### src/rtl/lzss_fifo.sv
module lzss_fifo #(
  parameter int Width = 8,
  parameter int Depth = 2
) (
  input  logic                         clk_i,
  input  logic                         rst_ni,
  input  logic                         push_i,
  input  logic [Width-1:0]             data_i,
  input  logic                         pop_i,
  output logic [Width-1:0]             data_o,
  output logic                         full_o,
  output logic                         empty_o,
  output logic [$clog2(Depth+1)-1:0]   count_o
);

  localparam int PtrW = (Depth > 1) ? $clog2(Depth) : 1;
  localparam int CntW = $clog2(Depth + 1);
  localparam logic [PtrW-1:0] PtrMax = PtrW'(Depth - 1);

  logic [Width-1:0] mem_q [Depth];
  logic [PtrW-1:0]  wr_q, wr_d, rd_q, rd_d;
  logic [CntW-1:0]  cnt_q, cnt_d;
  logic             do_push, do_pop;

  assign full_o  = (cnt_q == CntW'(Depth));
  assign empty_o = (cnt_q == '0);
  assign count_o = cnt_q;
  assign data_o  = mem_q[rd_q];

  assign do_push = push_i && !full_o;
  assign do_pop  = pop_i && !empty_o;

  always_comb begin
    wr_d  = wr_q;
    rd_d  = rd_q;
    cnt_d = cnt_q;
    if (do_push) begin
      wr_d = (wr_q == PtrMax) ? '0 : wr_q + PtrW'(1);
    end
    if (do_pop) begin
      rd_d = (rd_q == PtrMax) ? '0 : rd_q + PtrW'(1);
    end
    if (do_push && !do_pop) begin
      cnt_d = cnt_q + CntW'(1);
    end else if (do_pop && !do_push) begin
      cnt_d = cnt_q - CntW'(1);
    end
  end

  always_ff @(posedge clk_i or negedge rst_ni) begin
    if (!rst_ni) begin
      wr_q  <= '0;
      rd_q  <= '0;
      cnt_q <= '0;
    end else begin
      wr_q  <= wr_d;
      rd_q  <= rd_d;
      cnt_q <= cnt_d;
    end
  end

  always_ff @(posedge clk_i) begin
    if (do_push) begin
      mem_q[wr_q] <= data_i;
    end
  end

endmodule

### config.mk
export PLATFORM = sky130hd
export DESIGN_NAME = lzss_fifo
export DESIGN_NICKNAME = d
export VERILOG_FILES = /design/src/rtl/lzss_fifo.sv
export SDC_FILE = /design/constraint.sdc
export NUM_CORES = 1
export LEC_CHECK = 0
export BUFFER_PORTS_ARGS = -buffer_cell sky130_fd_sc_hd__buf_2
export CAP_MARGIN = 0
export CORE_UTILIZATION = 40
export DETAILED_ROUTE_END_ITERATION = 8
export GPL_TIMING_DRIVEN = 0
export PLACE_DENSITY = 0.76
export SYNTH_ARGS = -nofsm -noshare
export SYNTH_HDL_FRONTEND = slang
export SYNTH_SLANG_ARGS = --single-unit
### constraint.sdc
create_clock -name clk_i -period 1.4 [get_ports clk_i]
set_input_delay 0.07 -clock clk_i [delete_from_list [all_inputs] [get_ports clk_i]]
set_output_delay 0.07 -clock clk_i [all_outputs]
set_load 0.02 [all_outputs]
# ---- After elaboration in Yosys (flattened, before gate mapping)
# Memory sizes are Yosys's and may differ from the RTL's.
# Index checks and enable logic that the tools add are counted.
dict set report word_totals {
  inputBits 12
  out_inout_bits 12
  ff_bits 4
  ramBits 16
  memories 1
}
# name depth width rd rd_ports_with_merged_regs wr line
set memory_table {}
lappend memory_table {mem_q 2 8 1 0 1 20} ;# logic [Width-1:0] mem_q [Depth];
dict set report op_classes {
  n_addsub 4
  mux 6
  eq_ne 1
  n_reduce_logical 10
}
# cell count
set ops {}
lappend ops {{$logic_and A1 B1 Y1} 4}
lappend ops {{$logic_not A1 Y1} 4}
lappend ops {{$mux W1} 4}
lappend ops {{$mux W2} 2}
lappend ops {{$add A1 B1 Y1 const B} 2}
lappend ops {{$add A2 B1 Y2 const B} 1}
lappend ops {{$eq A2 B2 Y1 const B} 1}
lappend ops {{$logic_not A2 Y1} 1}
lappend ops {{$reduce_bool A2 Y1} 1}
lappend ops {{$sub A2 B1 Y2 const B} 1}

# ---- Longest topological paths before layout
# Gate-level depths: netlist of the first run.
dict set report depth {
  word_depth 7
  depth_mapped 7
  depth_no_buf 7
}

# ---- Worst setup path before layout of the first run
# OpenSTA, ideal clock, no wires.
dict set report synth_timing {
  path_type {register -> register}
  from {register cnt_q[0] (netlist: count_o[0])}
  to {memory mem_q[0][0] (enable)}
  path_slack_ns -0.143
  stages_incl_launch_ff 4
  required_ns 1.030
  setup_ns 0.370
  period_less_slack_ns 1.543
  arrival_ns 1.173
  cell_sequence {dfrtp_1 nand2b_1 nand2_2 nor2_1}
}
dict set report synth_between {
  elab_chain_cells 5
}
# element line
set synth_lines {}
lappend synth_lines {{start, declared} 22} ;# logic [CntW-1:0] cnt_q, cnt_d;
lappend synth_lines {{start signal, assigned} 58} ;# cnt_q <= cnt_d;
lappend synth_lines {{$eq A2 B2 Y1} 25} ;# assign full_o = (cnt_q == CntW'(Depth));
lappend synth_lines {{$logic_not A1 Y1} 30} ;# assign do_push = push_i && !full_o;
lappend synth_lines {{$logic_and A1 B1 Y1} 30}
lappend synth_lines {{$mux W1} 63} ;# if (do_push) begin
lappend synth_lines {{$mux W1 (not written as such)} 64} ;# mem_q[wr_q] <= data_i;
lappend synth_lines {{end, declared} 20}
# No other way between the ends.

# ---- Worst setup path after layout of the first run
dict set report layout_timing {
  from {register cnt_q[1] (netlist: count_o[1])}
  to {register cnt_q[1] (netlist: count_o[1])}
}
dict set report layout_between {
  elab_chain_cells 6
}
# element line
set layout_lines {}
lappend layout_lines {{$eq A2 B2 Y1 or $logic_not A2 Y1 (tied branches)} {25, 26}}
lappend layout_lines {{$logic_not A1 Y1, on equally long branches} {30, 31}}
lappend layout_lines {{$logic_and A1 B1 Y1, on equally long branches} {30, 31}}
lappend layout_lines {{$logic_not A1 Y1, on equally long branches} {45, 43}}
lappend layout_lines {{$logic_and A1 B1 Y1, on equally long branches} {45, 43}}
lappend layout_lines {{$reduce_bool A2 Y1 (no source line) or $mux W2 (tied branches)} n/a}
# Parallel ways exist; a longest one is shown, timed or not. The select of a mux whose other input is x is not followed.
# A chain may end at the register's enable or synchronous reset.

==> flow_summary.yaml, run 1 <==
placed_design:
  dp_hpwl_um: 834.9
  port_buffers: 23
  placed_area_um2: 944.7
  gp_congestion: 0.6319
  pre_cts_ws_ns: -0.01901
global_routing:
  use_met3_pct: 3.529
  grt_antenna_before_repair: 0
  gr-usage-all-layers_pct: 14.83
  grt_pass1_wl_um: 2118
  grt-ovfl-total: 0
  first_global_vias: 507
  grtUsageMet2_pct: 26.48
  use_met1_pct: 16.33
  globalRoute.busiestLayer: "met2"
  grt_start_max_net_pins: 12
sta:
  setup_ws_ns: 0.02273
  clock.fmax_ghz: 0.7261
  finalMaxSlewViolations: 0
  finClkSkew_ns: 0.002633
  setup_viol: 0
  tightest_slew_ns: 0.4549
  hold_viol: 0
  layout_worst_path_cycle_share_pct: 98.38
  max_slew_margin_pct: 69.64
  rsz0062_at_grt: "yes"
  finalCriticalPeriod_ns: 1.377
drt:
  vias: 474
  dr.pass1.iters: 3
  finalWirelength_um: 1362
  wl_per_cell_um: 12.73
  viasPerCell: 4.430
  drt_iter0_markers: 6
  drcViolationCount: 0
  final_antenna_net_count: 0
die:
  dieArea_um2: 2136
  coreArea_um2: 1783
  die_y_um: 46.22
  die_w_um: 46.22
  io_pins: 24
  num_rows: 15
  start_util_pct: 43.86
clock_tree:
  cts_tree: "built"
  numCtsBuffers: 3
  cts_root_buf: "clkbuf_4"
  clk_pin_slew_ns: 0.10
  clk_latency_ns: 0.29
  cts_sinks: 20
  cts_htree_levels: 1
  clk_path_buf_depth: 2
critical_path:
  cp_max_fo: 5
  arrival_ns: 1.56
  crit_type: "reg2reg"
  worstPathRequired_ns: 1.58
  cp-start-kind: "register"
  end_kind: "register"
  reg2reg_setup_slack_ns: 0.02
power_and_ir_drop:
  power_leakage_nw: 0.4610
  ir_worst_vdd_v: 0.001215
  p_per_area_nw_per_um2: 2004
synthesis:
  synth.most_common_cell: "edfxtp_1"
  synth-simple-area-share_pct: 3.840
  synth.mux.area_fraction_pct: 11.52
  synth_flop_cell: "edfxtp_1"
  synth_top_family_by_area: "multiplexers"
  ys_types: 15
  synthAdderAreaFrac_pct: 1.600
  yosysTopAreaCellShare_pct: 61.44
  synth_area_leaders: "edfxtp_1, dfrtp_1, mux2_1"
  syn_inst: 44
  synth_compound_area_share_pct: 0.6400
  synth_nets: 57
  synth-edff-count: 16
  synth_area_um2: 782.0
  ys.warnings.count: 0
  synth_xor_area_share_pct: 6.560
  synth-seq-cells: 20
  synth_top_cell_by_area: "edfxtp_1"
  yosysSeqAreaShare_pct: 74.24
  synth_commonest_cells: "edfxtp_1, mux2_1, dfrtp_1, nor2_1"
  postSynth.asyncResetShare_pct: 20.00
  avgSynthCellArea_um2: 17.77
layout:
  fillers: 149
  fin_area_um2: 1109
  nets: 96
  area_growth_pct: 41.76
  drive_above_1_share_pct: 48.78
  diodes: 0
status:
  status: "finished, final reports clean"
worst_hold_path:
  hp-class: "in2reg"
flow_run:
  max-cap-violations: 0
[path summary, 6_finish.rpt]
path                            start          to  depth (start not counted)
max in group asynchronous      rst_ni  count_o[0]                          2
min in group asynchronous      rst_ni  count_o[1]                          2
hold / removal                 push_i        wr_q                          3
hold reg to reg                  wr_q        wr_q                          1
setup / recovery           count_o[1]  count_o[1]                          5
setup reg to reg           count_o[1]  count_o[1]                          5
[registers in the layout (all words and copies together), names as in the netlist]
signal   cells
wr_q         1
mem_q       16
rd_q         1
count_o      2
[cell families (layout without fill, tap and decap cells)]
kind of cell,after synthesis,count (layout)
flops,20,20
simple gates,6,6
xor+xnor,5,5
compound gates,1,1
mux,8,8
fa+ha+maj,1,1
buf+inv,3,41
[worst max-delay path, cell delays in order (launching register included)]
cell,delay (ns)
dfrtp_1,0.48
o21ai_2,0.27
ha_4,0.17
xor2_1,0.17
nor2_2,0.05
xor2_1,0.13
[routing by layer]
metal	up-vias	wire length (um)
met2	16	748
met1	226	565
met4	0	0
met5	-	0
li1	232	-
met3	0	47
[area by class of cell]
| cell class | count | area (um2) | area share, % |
|---|---|---|---|
| inverters | 2 | 7.507 | 0.6772 |
| plain buffers | 1 | 11.26 | 1.016 |
| repair buffers | 34 | 226.5 | 20.43 |
| well taps | 25 | 31.28 | 2.822 |
| flip-flops and latches | 20 | 581.8 | 52.48 |
| clock inverters | 1 | 3.754 | 0.3386 |
| multi-input cells | 21 | 224.0 | 20.20 |
| clock buffers | 3 | 22.52 | 2.032 |
[placed cells by master (no fill, tap or decap)]
| cell | n |
|---|---|
| buf_2 | 22 |
| edfxtp_1 | 16 |
| dlygate4sd3_1 | 9 |
| mux2_1 | 6 |
| clkbuf_4 | 3 |
| dfrtp_1 | 3 |
| buf_6 | 2 |
| mux2_2 | 2 |
| inv_1 | 2 |
| nor2_2 | 2 |
| xnor2_1 | 2 |
| xor2_1 | 2 |
| buf_4 | 2 |
| nor2_1 | 1 |
| nand2b_4 | 1 |
| nand2_4 | 1 |
| o21ai_2 | 1 |
| and3_2 | 1 |
| xnor2_2 | 1 |
| ha_4 | 1 |
| clkinv_1 | 1 |
| dfrtp_2 | 1 |
[report_power, final]
group	internal, mW	leakage [nW]	switching [mW]
clock	0.104	0.0154	0.158
sequential	0.834	0.194	0.0949
combinational	0.474	0.251	0.556
total	1.41	0.461	0.810
[through the flow]
stage	util, %	setup TNS (ns)	instances	hold WS, ns	total power [mW]
2_1_floorplan	-	0	44	-0.2256	1.568
3_3_place_gp	52.98	0	92	-0.1198	1.789
5_1_grt	62.18	-0.4642	107	0.06523	2.357
3_5_place_dp	52.98	-0.01901	92	-0.1189	1.821
6_report	62.18	0	107	0.05978	2.221
4_1_cts	60.07	0	106	0.04668	2.136
[repair_timing]
action	in CTS	in global routing
gates resized for setup	1	7
hold buffers	9	0
setup endpoints to repair	9	25
buffers inserted	1	1
endpoints found under the hold margin	20	0
(Power assumes the default switching activity.)
==> run 2: changes to the inputs <==
==> constraint.sdc (replaced) <==
create_clock -name clk_i -period 1.4 [get_ports clk_i]
set_input_delay 0.21 -clock clk_i [delete_from_list [all_inputs] [get_ports clk_i]]
set_output_delay 0.21 -clock clk_i [all_outputs]
set_load 0.02 [all_outputs]
==> flow_summary.yaml, run 2 (synthesis results as in run 1) <==
sta:
  finalCriticalPeriod_ns: 1.493
  hold_viol: 0
  layout_worst_path_cycle_share_pct: 106.6
  holdWs_ns: 0.1043
  setup_ws_ns: -0.09260
  clock.fmax_ghz: 0.6700
  finalMaxSlewViolations: 0
  tightest_slew_ns: 0.4073
  max_slew_margin_pct: 72.85
  setup_viol: 8
  finClkSkew_ns: 0.006422
  rsz0062_at_grt: "yes"
  fin_setup_tns_ns: -0.6397
critical_path:
  end_kind: "output pin"
  slowest_stage: "dfrtp_1"
  cp_max_fo: 5
  arrival_ns: 1.28
  crit_type: "reg2out"
  slowest_delay_ns: 0.41
  crit_chain: "buf_6 -> mux2_4 -> buf_6"
  cp-start-kind: "register"
  worstPathRequired_ns: 1.19
  crit_top_cell: "buf_6"
layout:
  fillers: 142
  drive_above_1_share_pct: 64.47
  layout_commonest_cell: "edfxtp_1"
  layout_common_cells: "edfxtp_1, buf_2, buf_6, mux2_4"
  diodes: 0
  fin_util_pct: 63.16
  stdcell_count: 101
  fin_area_um2: 1126
  area_growth_pct: 44.00
  multiInputGateArea_um2: 257.7
  regMostFlops: "mem_q"
  regArea_um2: 583.1
  nets: 90
  largest_reg_flops: 16
drt:
  finalWirelength_um: 1388
  drcViolationCount: 0
  final_antenna_net_count: 0
  dr.pass1.iters: 4
  wl_per_cell_um: 13.74
  viasPerCell: 4.614
  drt_iter0_markers: 5
  vias: 466
die:
  die_w_um: 46.22
  start_util_pct: 43.86
  io_pins: 24
  dieArea_um2: 2136
  coreArea_um2: 1783
  num_rows: 15
  die_y_um: 46.22
clock_tree:
  numCtsBuffers: 3
  cts_htree_levels: 1
  cts_sinks: 20
  cts_root_buf: "clkbuf_4"
  clk_path_buf_depth: 2
  clk_pin_slew_ns: 0.11
  cts_tree: "built"
  clk_latency_ns: 0.29
global_routing:
  grt_pass1_wl_um: 2049
  grt-ovfl-total: 0
  grt_antenna_before_repair: 0
  gr-usage-all-layers_pct: 14.25
  first_global_vias: 489
  grt_start_max_net_pins: 12
power_and_ir_drop:
  power_leakage_nw: 0.4852
  sw_frac_of_total_pct: 34.96
  p_per_area_nw_per_um2: 2227
  ir_worst_vdd_v: 0.001306
  sequentialPowerShare_pct: 37.9
  power_mw: 2.508
  intPower_mw: 1.631
  p_switching_uw: 876.7
  clockPowerShare_pct: 10.4
  combPwrFrac_pct: 51.7
flow_run:
  max-cap-violations: 0
placed_design:
  pre_cts_ws_ns: -0.01901
  gp_congestion: 0.6319
  port_buffers: 23
  placed_area_um2: 944.7
  dp_hpwl_um: 834.9
  dp.cells: 92
worst_hold_path:
  hp-class: "in2reg"
status:
  violations: "negative setup slack"
  status: "complete, but fails checks"
run 2: changes by cell type in the layout (fill, tap and decap cells not counted), moves of 2 or more:
cell           delta
buf_6             +8
buf_2             -7
mux2_1            -6
mux2_2            -2
mux2_4            +8
dlygate4sd3_1     -8
run 2: worst max-delay path: cells and delay by family (launching register included):
kind | cells | cell delay (ns)
buffers and inverters | 2 | 0.28
multiplexers | 1 | 0.30
flip-flops | 1 | 0.41
run 2: layer usage:
| layer | GRT usage [%] | part of all wire (%) | wire (um) | vias to the layer above |
|---|---|---|---|---|
| met5 | 0 | 0 | 0 | - |
| met4 | 7.059 | 0 | 0 | 0 |
| met3 | 3.922 | 4.4 | 61 | 0 |
| met2 | 25.35 | 56 | 782 | 18 |
| met1 | 15.31 | 39 | 544 | 226 |
| li1 | - | - | - | 222 |
run 2: cell type report:
cell class | instances | share of cell area [%]
Clock buffer | 3 | 2.000
Timing Repair Buffer | 28 | 18.56
Multi-Input combinational cell | 21 | 22.89
Inverter | 2 | 0.6667
Sequential cell | 20 | 51.78
Clock inverter | 1 | 0.3333
Buffer | 1 | 1.000
Tap cell | 25 | 2.778
run 2: worst paths after layout:
kind,startpoint,endpoint,slack (ns),cells past startpoint
min,data_i[4],mem_q[0][4],0.10,1
max in group asynchronous,rst_ni,count_o[1],1.02,2
max reg2reg,count_o[0],count_o[1],0.06,7
min reg2reg,count_o[1],count_o[1],0.55,1
max,rd_q,data_o[2],-0.09,3
min in group asynchronous,rst_ni,count_o[0],0.25,2
run 2: timing repair:
action | 4_1_cts | 5_1_grt
hold buffers | 1 | 0
pin swaps | 0 | 3
endpoints found under the setup margin | 9 | 25
resized for setup | 9 | 25
endpoints found under the hold margin | 4 | 0
cloned | 0 | 1
setup buffers | 2 | 1
run 2: power by group through the flow:
| stage | logic, mW | registers (mW) | clock network (mW) |
|---|---|---|---|
| after global routing | 1.39 | 0.973 | 0.288 |
| after detailed placement | 0.875 | 0.946 | 0 |
| final | 1.30 | 0.950 | 0.261 |
| after CTS | 1.02 | 0.924 | 0.272 |
| after floorplan | 0.601 | 0.966 | 0 |
| after global placement | 0.851 | 0.938 | 0 |
