$ cat config.mk
export PLATFORM = sky130hd
export DESIGN_NAME = lzss_front
export DESIGN_NICKNAME = d
export VERILOG_FILES = /design/src/rtl/lzss_pkg.sv /design/src/rtl/lzss_front.sv
export SDC_FILE = /design/constraint.sdc
export NUM_CORES = 1
export LEC_CHECK = 0
export BUFFER_PORTS_ARGS = -buffer_cell sky130_fd_sc_hd__buf_2
export CAP_MARGIN = 20
export CORE_MARGIN = 2
export CORE_UTILIZATION = 50
export CTS_CLUSTER_DIAMETER = 150
export DETAILED_ROUTE_END_ITERATION = 6
export HOLD_SLACK_MARGIN = 0.06
export PLACE_DENSITY = 0.89
export SKIP_LAST_GASP = 1
export SYNTH_ARGS = -nofsm -noshare
export SYNTH_HDL_FRONTEND = slang
export SYNTH_SLANG_ARGS = --single-unit
$ cat constraint.sdc
create_clock -name clk_i -period 1.8 [get_ports clk_i]
set_input_delay 0.27 -clock clk_i [delete_from_list [all_inputs] [get_ports clk_i]]
set_output_delay 0.27 -clock clk_i [all_outputs]
set_load 0.02 [all_outputs]
$ cat src/rtl/lzss_pkg.sv
package lzss_pkg;

  typedef enum logic [1:0] {
    PH_FLAG  = 2'd0,
    PH_TOKEN = 2'd1,
    PH_REF2  = 2'd2
  } phase_e;

  typedef enum logic [1:0] {
    CMD_LIT  = 2'd0,
    CMD_COPY = 2'd1,
    CMD_END  = 2'd2
  } cmd_kind_e;

  localparam int ByteW  = 8;
  localparam int DistW  = 12;
  localparam int NibW   = 4;
  localparam int FlagW  = 8;
  localparam int TokIdxW = 3;

  localparam logic [TokIdxW-1:0] LastTokIdx = 3'd7;
  localparam logic [NibW-1:0]    EndNib     = 4'h0;

  // queue depths
  localparam int CmdDepth = 2;
  localparam int ResDepth = 4;
  localparam int ResCntW  = $clog2(ResDepth + 1);

  // decoded token handed from parser to copy engine
  typedef struct packed {
    cmd_kind_e        kind;
    logic [ByteW-1:0] lit;
    logic [DistW-1:0] back_dist;   // distance minus one
    logic [NibW-1:0]  nib;         // length minus one
  } cmd_t;

  typedef struct packed {
    logic [ByteW-1:0] data;
    logic             last;
    logic             stream_end;
  } res_t;

  localparam int CmdW = $bits(cmd_t);
  localparam int ResW = $bits(res_t);

endpackage

$ cat src/rtl/lzss_front.sv
module lzss_front (
  input  logic              clk_i,
  input  logic              rst_ni,
  input  logic              push_i,
  input  logic [7:0]        in_byte_i,
  input  logic              cmd_full_i,
  output logic              cmd_push_o,
  output lzss_pkg::cmd_t    cmd_o
);
  import lzss_pkg::*;

  phase_e               phase_q, phase_d;
  logic [FlagW-1:0]     flags_q, flags_d;
  logic [TokIdxW-1:0]   idx_q, idx_d;
  logic [ByteW-1:0]     off_q, off_d;
  logic                 accept;
  logic [NibW-1:0]      nib;

  assign accept = push_i && !cmd_full_i;
  assign nib    = in_byte_i[NibW-1:0];

  // next state
  always_comb begin
    phase_d = phase_q;
    flags_d = flags_q;
    idx_d   = idx_q;
    off_d   = off_q;
    if (accept) begin
      unique case (phase_q)
        PH_TOKEN: begin
          if (flags_q[0]) begin
            off_d   = in_byte_i;
            phase_d = PH_REF2;
          end else begin
            flags_d = flags_q >> 1;
            idx_d   = idx_q + TokIdxW'(1);
            phase_d = (idx_q == LastTokIdx) ? PH_FLAG : PH_TOKEN;
          end
        end
        PH_REF2: begin
          if (nib == EndNib) begin
            phase_d = PH_FLAG;
            flags_d = '0;
            idx_d   = '0;
          end else begin
            flags_d = flags_q >> 1;
            idx_d   = idx_q + TokIdxW'(1);
            phase_d = (idx_q == LastTokIdx) ? PH_FLAG : PH_TOKEN;
          end
        end
        default: begin
          flags_d = in_byte_i;
          idx_d   = '0;
          phase_d = PH_TOKEN;
        end
      endcase
    end
  end

  // outputs
  always_comb begin
    cmd_push_o = 1'b0;
    cmd_o.kind = CMD_LIT;
    cmd_o.lit  = in_byte_i;
    cmd_o.back_dist = {off_q, in_byte_i[ByteW-1:NibW]};
    cmd_o.nib  = nib;
    unique case (phase_q)
      PH_TOKEN: begin
        cmd_push_o = accept && !flags_q[0];
      end
      PH_REF2: begin
        cmd_push_o = accept;
        cmd_o.kind = (nib == EndNib) ? CMD_END : CMD_COPY;
      end
      default: begin
        cmd_push_o = 1'b0;
      end
    endcase
  end

  always_ff @(posedge clk_i or negedge rst_ni) begin
    if (!rst_ni) begin
      phase_q <= PH_FLAG;
      flags_q <= '0;
      idx_q   <= '0;
      off_q   <= '0;
    end else begin
      phase_q <= phase_d;
      flags_q <= flags_d;
      idx_q   <= idx_d;
      off_q   <= off_d;
    end
  end

endmodule

---- Yosys cells after proc, flatten, opt, wreduce, memory -nomap -nowiden ----
Index checks and enable logic that the tools add are counted.
operators by class
  add/subtract/negate cells ............... 1
  $mul .................................... 0
  divide/modulo/power cells ............... 0
  magnitude comparators ................... 0
  equality and inequality tests ........... 4
  shifts and indexed selects .............. 0
  muxes and demuxes ....................... 13
  bitwise gates (word level) .............. 0
  reductions and logical operators ........ 7
operators with widths
  operator                                       count
  case mux 8 bit (2 select lines)                1
  2-to-1 mux 8 bit                               1
  2-to-1 mux 7 bit                               1
  2-to-1 mux 2 bit                               3
  2-to-1 mux 3 bit                               2
  case mux 3 bit (2 select lines)                1
  zero test 4 bit                                1
  case mux 2 bit (2 select lines)                1
  adder 3 x 1 -> 3 bit, second input constant    1
  == test 3 bit, second input constant           1
  AND reduction 3 bit                            1
  == test 2 x 1 -> 1 bit, second input constant  1
  == test 2 bit, second input constant           1
  logical AND 1 bit                              2
  zero test 1 bit                                2
  2-to-1 mux 1 bit                               2
  inequality test 2 bit, second input constant   1
  case mux 1 bit (2 select lines)                1
  AND reduction 2 bit                            1
storage, ports and cells
  flip-flop bits (word level) ............. 21
  bits in latches ......................... 0
  bits in writable memories ............... 0
  ROM bits ................................ 0
  input bits .............................. 12
  output and inout bits ................... 27
  logic and storage cells ................. 30
  memories kept ........................... 0

---- Longest topological paths before layout ----
Gate-level depths: netlist of run 1.
  word-level depth ........................ 4
  mapped depth ............................ 7
  gate-level depth less buffers ........... 5

---- Worst setup path after synthesis of run 1 ----
Ideal clock, no wire load.
  kind .................................... flip-flop to output port
  start ................................... register phase_q[0]
  end ..................................... output cmd_push_o
  arrival time ............................ 1.510 ns
  data required time ...................... 1.530 ns
  slack ................................... 0.020 ns
  cell stages (with the launch flop) ...... 6
  path buffers ............................ 1
  path through ............................ dfrtp_1 > inv_1 > ha_1 > or3b_1 > buf_6 > nor2_1
between the ends
  cells in the longest elaborated chain, start to end .. 2
  elaborated cells on any way between the ends .. 3
  classes of those cells .................. eq/ne: 2; mux: 1
RTL lines
  what                                                            RTL line          text
  start, declared                                                 lzss_front.sv:12  phase_e phase_q, phase_d;
  start signal, assigned                                          lzss_front.sv:88  phase_q <= phase_d;
  == test 2 bit / == test 2 x 1 -> 1 bit (equally long branches)  lzss_front.sv:67  unique case (phase_q)
  case mux 1 bit (2 select lines) *                               lzss_front.sv:67
  end, declared                                                   lzss_front.sv:7   output logic cmd_push_o,
Mark *: on every way between the ends. The rest lies on a longest branch, timed or not.

---- Worst setup path after layout of run 1 ----
Ends and elaborated chain as after synthesis.

==> results of run 1 <==
-- per-layer routing --
layer / track usage (%) / wire, um / vias up
li1: - / - / 508
met1: 26.8 / 1130 / 535
met2: 40.4 / 1490 / 62
met3: 3.83 / 246 / 12
met4: 10.8 / 80 / 0
met5: 0 / 0 / -
-- stage by stage --
step / instance area [um2] / hold slack (ns) / worst slack (ns)
floorplan: 1270 / -0.0256 / 0.0204
global placement: 1390 / 0.243 / 0.167
detailed placement: 1390 / 0.254 / 0.0742
CTS: 1450 / 0.229 / -0.118
global route: 1480 / 0.227 / -0.155
finish: 1480 / 0.231 / -0.0906
-- registers in the layout, indices dropped and copies added, names as in the netlist --
register  count
flags_q       8
idx_q         3
off_q         8
phase_q       2
-- cells by family after synthesis --
kind of cell             share of synthesized area [%]
AND/OR/NAND/NOR                                   8.16
multiplexers                                      1.77
AO/OA/AOI/OAI                                     28.4
buffers and inverters                             16.4
flip-flops                                        41.3
adder cells (fa/ha/maj)                           3.93
-- critical path: stages, from the launching register on --
cell     delay, ns
dfrtp_1       0.41
inv_2         0.08
ha_4          0.20
or3b_4        0.39
nor2_4        0.11
buf_6         0.12
-- layout make-up --
| class | count | area share (%) |
|---|---|---|
| flip-flops and latches | 21 | 35.5 |
| multi-input cells | 75 | 38.2 |
| well taps | 30 | 2.53 |
| inverters | 8 | 2.03 |
| clock buffers | 4 | 1.77 |
| repair buffers | 51 | 20.0 |
-- power groups by stage --
| stage | clock network (W) | logic (W) | registers [W] |
|---|---|---|---|
| floorplan | 0 | 0.000786 | 0.000914 |
| CTS | 0.000233 | 0.00122 | 0.000858 |
| global route | 0.000253 | 0.00139 | 0.000889 |
| global placement | 0 | 0.00112 | 0.000841 |
| detailed placement | 0 | 0.00117 | 0.000866 |
| finish | 0.000231 | 0.00129 | 0.000867 |
-- path summary, 6_finish.rpt --
check,startpoint,endpoint,cells past startpoint
setup / recovery,phase_q[0],cmd_push_o,5
hold / removal,in_byte_i[7],off_q[7],2
setup reg to reg,phase_q[0],idx_q[0],6
hold reg to reg,off_q[2],off_q[2],2
max in group asynchronous,rst_ni,off_q[4],2
min in group asynchronous,rst_ni,flags_q[4],2
-- placed cells by master, fill, tap and decap left out, types with 4 or more instances in the layout --
cell type and n:
o21a_1 6, nand2_1 4, inv_1 7, buf_4 12, a211oi_2 6, nor2_1 6, dfrtp_1 21, buf_2 37
a311oi_1 6, o21ai_0 14, a21oi_1 7
-- what timing repair did --
| action | CTS | global route |
|---|---|---|
| hold endpoints to repair | 21 | 0 |
| pin swaps | 3 | 4 |
| setup endpoints to repair | 2 | 13 |
| gates resized for setup | 2 | 7 |
| setup buffers | 3 | 1 |
| hold buffers | 1 | 0 |
| cloned | 0 | 0 |
==> out/metrics.csv, run 1 <==
metric,value,unit
cts_tree,built,
p_seq_share,36.3,%
hold_path_class,in2reg,
crit_path_start_kind,register,
path_clk_slew,0.11,ns
fin_total_pwr,0.00239,W
ys.flop_type,dfrtp_1,
multi_input_area,566,um2
syn_area_per_cell,9.94,um2
postSynth.asyncResetShare,100,%
clk_latency,0.31,ns
overflow,0,
setup_viol,1,
power_frac_clock,9.7,%
period_share,105,%
grt_max_degree,22,
synth_area_leader_cell,dfrtp_1,
dr.first_iter.drc_count,45,
worstSetupPathType,reg2out,
rsz0062_at_grt,true,
register_area,526,um2
cts_made_buffers,3,
firstDrtPassIters,4,
yosysMostFrequentCell,dfrtp_1,
drv_slew,0,
syn-num-nets,144,
syn-cell-area,0.00127,mm2
ys_seq_area_share,41.3,%
cts_buffer_depth,2,
worst_ep_required_time,1.53,ns
cts.sinks,21,
grt_pass1_wl,4750,um
fin_setup_tns,-0.0906,ns
maxCapViolations,0,
synth_top_area_share,41.3,%
area_growth,16.4,%
max_slew_margin,68.9,%
synthCells,128,
die_w,54.4,um
max_slew.worst_pin.slew,0.466,ns
port_buffers,38,
crit_fanout,2,
start_util,51.8,%
skew,0.00114,ns
wirelength,2950,um
outcome,finished with violations,
p_sw,0.00105,W
clock_tree.root_cell,clkbuf_4,
fin_nets,176,
synth_area_leaders,"dfrtp_1 41%, buf_4 10%, a211oi_2 5.9%, o21ai_0 5.5%, a311oi_1 4.1%",
drcViolationCount,0,
arrival,1.62,ns
die_area,0.00296,mm2
dpl.cell_count,181,
hold_violations,0,
cp-end-kind,output port,
vias_per_cell,5.91,
yosysWarnings,0,
p_leak,0.693,nW
fmax,529,MHz
ant_nets,0,
num_rows,18,
drive_above_1_share,43.4,%
fin_cells,189,
cellInternalPower,0.00134,W
p_sw_share,43.9,%
chipHeight,54.4,um
synth.top_cells.by_count,"21 x dfrtp_1, 17 x buf_4, 14 x o21ai_0",
vias,1117,
grt.total_usage,22.9,%
power_density,1610,mW/mm2
ir_drop,1000,uV
min_period,1.89,ns
nFillCells,206,
antenna_found_initial,0,
combPwrFrac,54.1,%
gp_congestion,0.812,
hpwlAfterDp,2180,um
htree_levels,1,
fin_ws,-0.0906,ns
wire_per_inst,15.6,um
core_area,0.00245,mm2
grt_pass1_vias,1047,
n_antenna_cell,0,
synth-seq-cells,21,
ff2ff_setup_slack,0.07,ns
fin_util,60.3,%
synth_edf_count,0,
synth_cell_types,28,
io_pins,39,
violations,setup timing,
Power figures use the tool's default switching activity.
==> run 2: changes to the inputs <==
--- a/config.mk
+++ b/config.mk
@@ -8,11 +8,11 @@
 export BUFFER_PORTS_ARGS = -buffer_cell sky130_fd_sc_hd__buf_2
 export CAP_MARGIN = 20
 export CORE_MARGIN = 2
-export CORE_UTILIZATION = 50
+export CORE_UTILIZATION = 45
 export CTS_CLUSTER_DIAMETER = 150
 export DETAILED_ROUTE_END_ITERATION = 6
 export HOLD_SLACK_MARGIN = 0.06
-export PLACE_DENSITY = 0.89
+export PLACE_DENSITY = 0.85
 export SKIP_LAST_GASP = 1
 export SYNTH_ARGS = -nofsm -noshare
 export SYNTH_HDL_FRONTEND = slang
==> constraint.sdc (replaced) <==
create_clock -name clk_i -period 1.6 [get_ports clk_i]
set_input_delay 0.24 -clock clk_i [delete_from_list [all_inputs] [get_ports clk_i]]
set_output_delay 0.24 -clock clk_i [all_outputs]
set_load 0.02 [all_outputs]
==> run 2 against run 1 <==
Net effect: the run still ends with setup timing left; critical path depth is the same; combinational power rose by 19%; utilization is 3.2 points lower; final area is 4.6% higher; sequential share of layout area down 1.5 points; worst setup slack got worse by 0.15 ns; first-iteration DRC count fell by 18%; global-route usage fell by 3.0 points; register-to-register slack got worse by 0.18 ns; highest routed layer unchanged.
==> out/metrics.csv, run 2 (same netlist as run 1, synthesis figures left out) <==
metric,value,unit,change
outcome,finished with violations,,
violations,setup timing,,
core_area,0.00271,mm2,+10%
hpwlAfterDp,2160,um,-0.69%
cts_made_buffers,3,,unchanged
clk_latency,0.32,ns,about the same
use_met2,31.5,%,-8.8 points
ir_drop,1250,uV,+24%
crit_path_start_kind,register,,
htree_levels,1,,unchanged
ant_nets,0,,unchanged
arrival,1.60,ns,-0.02 ns
worst_ep_required_time,1.36,ns,-0.17 ns
hold_violations,0,,unchanged
fin_setup_tns,-0.672,ns,-0.582 ns
firstDrtPassIters,4,,unchanged
min_period,1.84,ns,
num_rows,19,,+1
grt_max_degree,22,,unchanged
drv_slew,0,,unchanged
crit_fanout,2,,unchanged
largest_registers,"flags_q x8, off_q x8, idx_q x3",,
path_cells,"inv_2, ha_4, or3b_4, nor2_4, buf_6",,
max_slew_margin,68.2,%,-0.69 points
use_met3,2.49,%,-1.3 points
fmax,543,MHz,
drive_above_1_share,46.9,%,+3.5 points
p_leak,0.721,nW,+4.0%
gp_congestion,0.853,,+5.0%
path_clk_slew,0.13,ns,+0.02 ns
die_w,57.2,um,+5.0%
crit_path_max_incr_delay,0.41,ns,about the same
clock_tree.root_cell,clkbuf_4,,
hold_path_class,in2reg,,
rsz0062_at_grt,true,,
cp-end-kind,output port,,
chipHeight,57.2,um,+5.0%
grt_pass1_vias,1069,,+2.1%
port_buffers,38,,unchanged
io_pins,39,,unchanged
maxCapViolations,0,,unchanged
area_growth,21.7,%,
vias,1088,,-2.6%
wirelength,2970,um,+0.47%
place_area,0.00143,mm2,+3.0%
n_antenna_cell,0,,unchanged
cts_tree,built,,
postLayoutCellArea,0.00155,mm2,+4.6%
vias_per_cell,5.70,,-3.6%
final_cell_mix,"36 x buf_2, 21 x dfrtp_1, 14 x o21ai_0, 10 x buf_4",,
antenna_found_initial,0,,unchanged
cpMaxStageDelayCell,dfrtp_1,,
grt.total_usage,19.8,%,-3.0 points
layout_commonest_cell,buf_2,,
overflow,0,,unchanged
skew,0.0101,ns,+0.00895 ns
grt_pass1_wl,5010,um,+5.4%
dr.first_iter.drc_count,37,,-18%
worstSetupPathType,reg2out,,
setup_viol,8,,+7
busiest_layer,met2,,
max_slew.worst_pin.slew,0.477,ns,+0.0104 ns
power_density,1780,mW/mm2,+11%
fin_nets,177,,+0.57%
period_share,115,%,
met1_usage,26.3,%,-0.49 points
fin_ws,-0.240,ns,-0.150 ns
wire_per_inst,15.5,um,-0.58%
start_util,47.0,%,-4.9 points
whs,0.194,ns,-0.0375 ns
drcViolationCount,0,,unchanged
cts_buffer_depth,2,,unchanged
cts.sinks,21,,unchanged
die_area,0.00327,mm2,+10%
-- run 2: path summary, 6_finish.rpt --
kind	startpoint	end	slack, ns	cells past startpoint
min in group asynchronous	rst_ni	flags_q[4]	0.39	2
setup / recovery	phase_q[0]	cmd_push_o	-0.24	5
setup reg to reg	phase_q[0]	flags_q[0]	-0.11	7
hold reg to reg	off_q[7]	off_q[7]	0.52	1
max in group asynchronous	rst_ni	idx_q[0]	0.88	2
hold / removal	in_byte_i[4]	flags_q[4]	0.19	3
-- run 2: final cells by class --
class                      instances  area, um2
multi-input combinational         75        581
clock buffer                       3       22.5
timing repair buffer              52        347
sequential                        21        526
inverter                           8       30.0
clock inverter                     1       5.00
tap                               31       38.8
fill                             237       1160
-- run 2: critical path, delay by kind of cell, from the launching register on --
family                   cells  cell delay, ns
AND/OR/NAND/NOR              2            0.49
flip-flops                   1            0.41
buffers and inverters        2            0.20
adder cells (fa/ha/maj)      1            0.19
-- run 2: per-stage QoR --
step | setup slack [ns] | cells | power [W] | utilization (%)
5_1_grt | -0.303 | 191 | 0.00296 | 57.2
2_1_floorplan | 0.0139 | 128 | 0.00193 | -
4_1_cts | -0.290 | 190 | 0.00272 | 56.5
3_3_place_gp | -0.0733 | 183 | 0.00228 | 52.8
6_report | -0.240 | 191 | 0.00276 | 57.2
3_5_place_dp | -0.152 | 183 | 0.00236 | 52.8
-- run 2: repair_timing --
action                                  CTS  global route
resized for setup                        12             5
endpoints found under the hold margin    21             0
hold buffers                              1             0
endpoints found under the setup margin   14            18
buffers inserted                          2             2
pin swaps                                10             5
-- run 2: per-layer routing --
metal	vias up	part of all wire [%]
met5	-	0
met4	0	2.6
met3	10	5.1
met2	46	49
met1	520	43
li1	512	-
-- run 2: power by group --
group / internal [W] / total [W] / switching, W
sequential: 0.000769 / 0.000970 / 0.000200
combinational: 0.000699 / 0.00153 / 0.000826
clock: 0.0000935 / 0.000269 / 0.000175
